--- src/sv/fps_divider.sv ---
`timescale 1ns / 1ps
// ----------------------------------------------------------------------------
// fps_divider
// Restoring divider producing one quotient bit per cycle.
// ----------------------------------------------------------------------------
module fps_divider #(
  parameter int unsigned NUM_W = 64,
  parameter int unsigned DEN_W = 33
) (
  input  logic             clk_i,
  input  logic             rst_ni,
  input  logic             start_i,
  input  logic [NUM_W-1:0] num_i,
  input  logic [DEN_W-1:0] den_i,
  output logic             done_o,
  output logic [NUM_W-1:0] quo_o
);

  localparam int unsigned CW = $clog2(NUM_W + 1);

  logic             busy_q;
  logic             done_q;
  logic [CW-1:0]    cnt_q;
  logic [DEN_W-1:0] rem_q;
  logic [DEN_W-1:0] den_q;
  logic [NUM_W-1:0] quo_q;
  logic [DEN_W:0]   rem_sh;
  logic             ge;

  assign rem_sh = {rem_q, quo_q[NUM_W-1]};
  assign ge     = rem_sh >= {1'b0, den_q};

  always_ff @(posedge clk_i or negedge rst_ni) begin
    if (!rst_ni) begin
      busy_q <= 1'b0;
      done_q <= 1'b0;
      cnt_q  <= '0;
    end else begin
      done_q <= 1'b0;
      if (start_i) begin
        busy_q <= 1'b1;
        cnt_q  <= CW'(NUM_W);
      end else if (busy_q) begin
        cnt_q <= cnt_q - 1'b1;
        if (cnt_q == CW'(1)) begin
          busy_q <= 1'b0;
          done_q <= 1'b1;
        end
      end
    end
  end

  always_ff @(posedge clk_i) begin
    if (start_i) begin
      rem_q <= '0;
      den_q <= den_i;
      quo_q <= num_i;
    end else if (busy_q) begin
      rem_q <= ge ? DEN_W'(rem_sh - {1'b0, den_q}) : DEN_W'(rem_sh);
      quo_q <= {quo_q[NUM_W-2:0], ge};
    end
  end

  assign done_o = done_q;
  assign quo_o  = quo_q;

endmodule

--- config.mk ---
export PLATFORM = sky130hd
export DESIGN_NAME = fps_divider
export DESIGN_NICKNAME = d
export VERILOG_FILES = /design/src/sv/fps_divider.sv
export SDC_FILE = /design/constraint.sdc
export NUM_CORES = 1
export LEC_CHECK = 0
export BUFFER_PORTS_ARGS = -buffer_cell sky130_fd_sc_hd__buf_2
export CAP_MARGIN = 20
export CORE_AREA = 3 3 123 125
export CTS_CLUSTER_SIZE = 40
export DETAILED_ROUTE_END_ITERATION = 6
export DIE_AREA = 0 0 126 128
export GPL_ROUTABILITY_DRIVEN = 0
export GPL_TIMING_DRIVEN = 1
export PLACE_DENSITY = 0.78
export SYNTH_ARGS = -nofsm -noshare
export SYNTH_HDL_FRONTEND = slang
export SYNTH_SLANG_ARGS = --single-unit
export TNS_END_PERCENT = 50
--- constraint.sdc ---
create_clock -name clk_i -period 8.9 [get_ports clk_i]
set_input_delay 1.78 -clock clk_i [delete_from_list [all_inputs] [get_ports clk_i]]
set_output_delay 1.78 -clock clk_i [all_outputs]
set_load 0.02 [all_outputs]
==> metrics <==
DR iter-0 viols=396; final hold violations=0; WP data required=~9.2 ns; Multi-input gate area=3530 um2; Syn Nets=819; critical path's largest stage delay=0.49 ns; area of the die=16,100 um2; Worst path most repeated cell=inv_1; Layout area overhead=19.0%; clk_lat worst skew=0.43 ns; Rows=between 40 and 50; slowest cell on the critical path=buf_4; RR Startpoint=quo_o[63]$_DFFE_PP_; Clk pin slew, worst setup/hold paths=0.06 ns; Crit Path Max Fanout=30; GR Util All Layers=between 20 and 25%; FF+latch count, synth=between 100 and 150; Placed Cells=994; worst vdd ir=0.149 mV; hpwl dp=13.1 mm; synthesized area per cell=11.2 um2; Post-Route Skew=0.0140 ns; Distinct cells, synth=64; YS warnings=0; run status=completed; H-tree Lvls=4; # port buffers=164; critical path arrival=4.08 ns; share of the synthesized area in the top cell type=37.9%; CP Cell Sequence=inv_1 -> ha_1 -> inv_1 -> fa_1 -> a21o_1 -> a311oi_2 -> o21a_2 -> a21oi_2 -> o311ai_4 -> o2bb2ai_4 -> buf_4 -> mux2i_1 -> a211oi_1; total CTS buffers=17; Resized Gates After CTS=0; count of final setup violators=0; Worst Tran Pin Value=between 0.8 and 0.9 ns; Die W=126 um; non-filler instance count after layout=around 1,000; crit share post-route=42.8%; count of pins over their slew limit=0; cell taking the most area after synthesis=edfxtp_1; IO Pins=165; Synth Flop Type=edfxtp_1; hold path start=rem_q[23]$_SDFFE_PP0P_; worst hold path class=register to register; Core Footprint=approximately 14,000 um2; CTS tree=yes; Reg area=3800 um2; # Max-Cap Violations=0; filler cell count=1,094; share of cells above drive strength 1=32.0%; first-pass GRT wire length=30.0 mm; Synth area leaders=edfxtp_1 (38%), mux2_2 (9.2%), dfxtp_1 (8.6%), ha_1 (5.7%), mux2i_1 (3.1%); Die H=128 um; Crit. End Element=register; Final nets=970; Detailed Route WL=approximately 18 mm; DRC Markers=0; Routed Antenna Nets=0; vias=5,865; Starting Density=54.9%; largest net degree at the start of global routing=101; Hold-fix buffers, CTS=0; drt first pass iters=5; post-synthesis sequential area ratio=49.5%; Hold Path Sink=rem_q[24]$_SDFFE_PP0P_; Pleak=4.10 nW; Synth Instances=around 680; clk buf depth=2; clk root buf=clkbuf_16; vias in the first global route=~6,000; CP Launch Type=register; async set or reset register ratio after synthesis=6.47%; Routed WL per cell=approximately 18 um; number of flops mapped to enable cells by yosys=97; FF-to-FF path depth=13; Tmin final=3.81 ns; Reg-to-Reg End=rem_q[25]$_SDFFE_PP0P_; reg2reg setup slack=5.09 ns; total congestion overflow=0; RSZ-0062 raised after global routing=no; Power Density=205 nW/um2; Post-Syn Area=7680 um2; initial antenna violation count=0; post-route setup TNS=0 ns; ANT cells=0; Setup Buffers After CTS=0; worst hold stages=2; achievable clock frequency=262 MHz; Via-to-Cell Ratio=about 5.7; Slew Limit Headroom=41.6%; crit path kind=register to register; clock sink total=139
## flip-flops by register name (all words and copies together) (netlist names)
register and count:
busy_q 1, cnt_q 7, den_q 33, done_o 1, quo_o 64, rem_q 33
## critical path: cells and delay by family, from the launching register on
family,cells,cell delay (ns)
flops,1,0.43
buf+inv,3,0.62
compound gates,7,1.65
fa+ha+maj,2,0.56
mux,1,0.39
## placed cells by master (no fill, tap or decap), types with 28 or more instances in the layout
master,n
mux2_2,63
nor2_1,49
dfxtp_1,33
a211oi_1,28
inv_1,47
nand2_1,32
buf_2,163
ha_1,35
a21oi_1,33
edfxtp_1,97
## routing by layer
layer	up-vias	part of all wire, %	track usage (%)
li1	2833	-	-
met1	2762	40	27.5
met2	243	50	39.7
met3	27	8.2	7.42
met4	0	1.6	7.57
met5	-	0	0
## cells in the mapped netlist, types with 2 or more instances
master     instances
nor2b_1            6
edfxtp_1          97
buf_6              3
o211ai_1           3
a311oi_1           5
clkbuf_1          25
nand2b_1          10
a2111oi_0          4
a311oi_2           2
a21oi_2            2
o21ai_0           23
buf_2              6
a211o_1            2
nand4_1            5
nand3_1            7
mux2i_1           24
ha_1              35
xnor2_1           19
xor2_1            14
mux2_2            63
nand4b_1           4
and2_1             2
nor3_1             9
a31oi_1            6
a22oi_1            2
dfrtp_1            9
nor2_1            49
a21oi_1           33
o21bai_1           5
o21a_1             3
a211oi_1          28
nor4_1             4
and3_1             7
o211a_1            2
a21o_1            12
o221ai_1           5
and4_1             2
or3_1              5
or2_1              2
o21ai_1            5
dfxtp_1           33
inv_1             48
nand2_1           32
## worst max-delay path by stage
stage,slack [ns],to,start,cells after the start
floorplan,4.82,quo_o[0]$_DFFE_PP_,start_i,4
global placement,4.92,rem_q[32]$_SDFFE_PP0P_,start_i,6
detailed placement,4.78,rem_q[31]$_SDFFE_PP0P_,start_i,5
CTS,5.11,rem_q[25]$_SDFFE_PP0P_,quo_o[63]$_DFFE_PP_,13
global route,4.90,rem_q[25]$_SDFFE_PP0P_,quo_o[63]$_DFFE_PP_,13
finish,5.09,rem_q[25]$_SDFFE_PP0P_,quo_o[63]$_DFFE_PP_,13
## power breakdown
group / total [W] / switching (W) / internal, W
Clock: 0.000640 / 0.000284 / 0.000357
Combinational: 0.000407 / 0.000237 / 0.000170
Sequential: 0.000829 / 0.0000484 / 0.000780
## cells by family (layout without fill, tap and decap cells)
kind of cell / after synthesis / count (layout) / synth area share [%]
buf+inv: 85 / 249 / 4.81
compound gates: 154 / 154 / 14.2
mux: 87 / 87 / 12.4
xor+xnor: 33 / 33 / 3.76
flops: 139 / 139 / 49.5
fa+ha+maj: 36 / 36 / 5.96
simple gates: 149 / 149 / 9.50
## cell type report
cell class / instances / area share (%)
Clock buffer: 19 / 4.74
Clock inverter: 13 / 1.03
Inverter: 48 / 1.97
Multi-Input combinational cell: 459 / 38.6
Sequential cell: 139 / 41.6
Tap cell: 180 / 2.46
Timing Repair Buffer: 169 / 9.64
## metrics by stage
step | hold slack [ns] | cell area (um2) | setup WS [ns] | util [%] | total power [W]
2_1_floorplan | 0.445 | 7680 | 4.82 | - | 0.00112
3_3_place_gp | 0.487 | 8580 | 4.92 | 61.4 | 0.00123
3_5_place_dp | 0.500 | 8580 | 4.78 | 61.4 | 0.00124
4_1_cts | 0.508 | 9110 | 5.11 | 65.1 | 0.00188
5_1_grt | 0.531 | 9140 | 4.90 | 65.3 | 0.00197
6_report | 0.508 | 9140 | 5.09 | 65.3 | 0.00188
No activity file was read; power rests on OpenSTA's default activity.
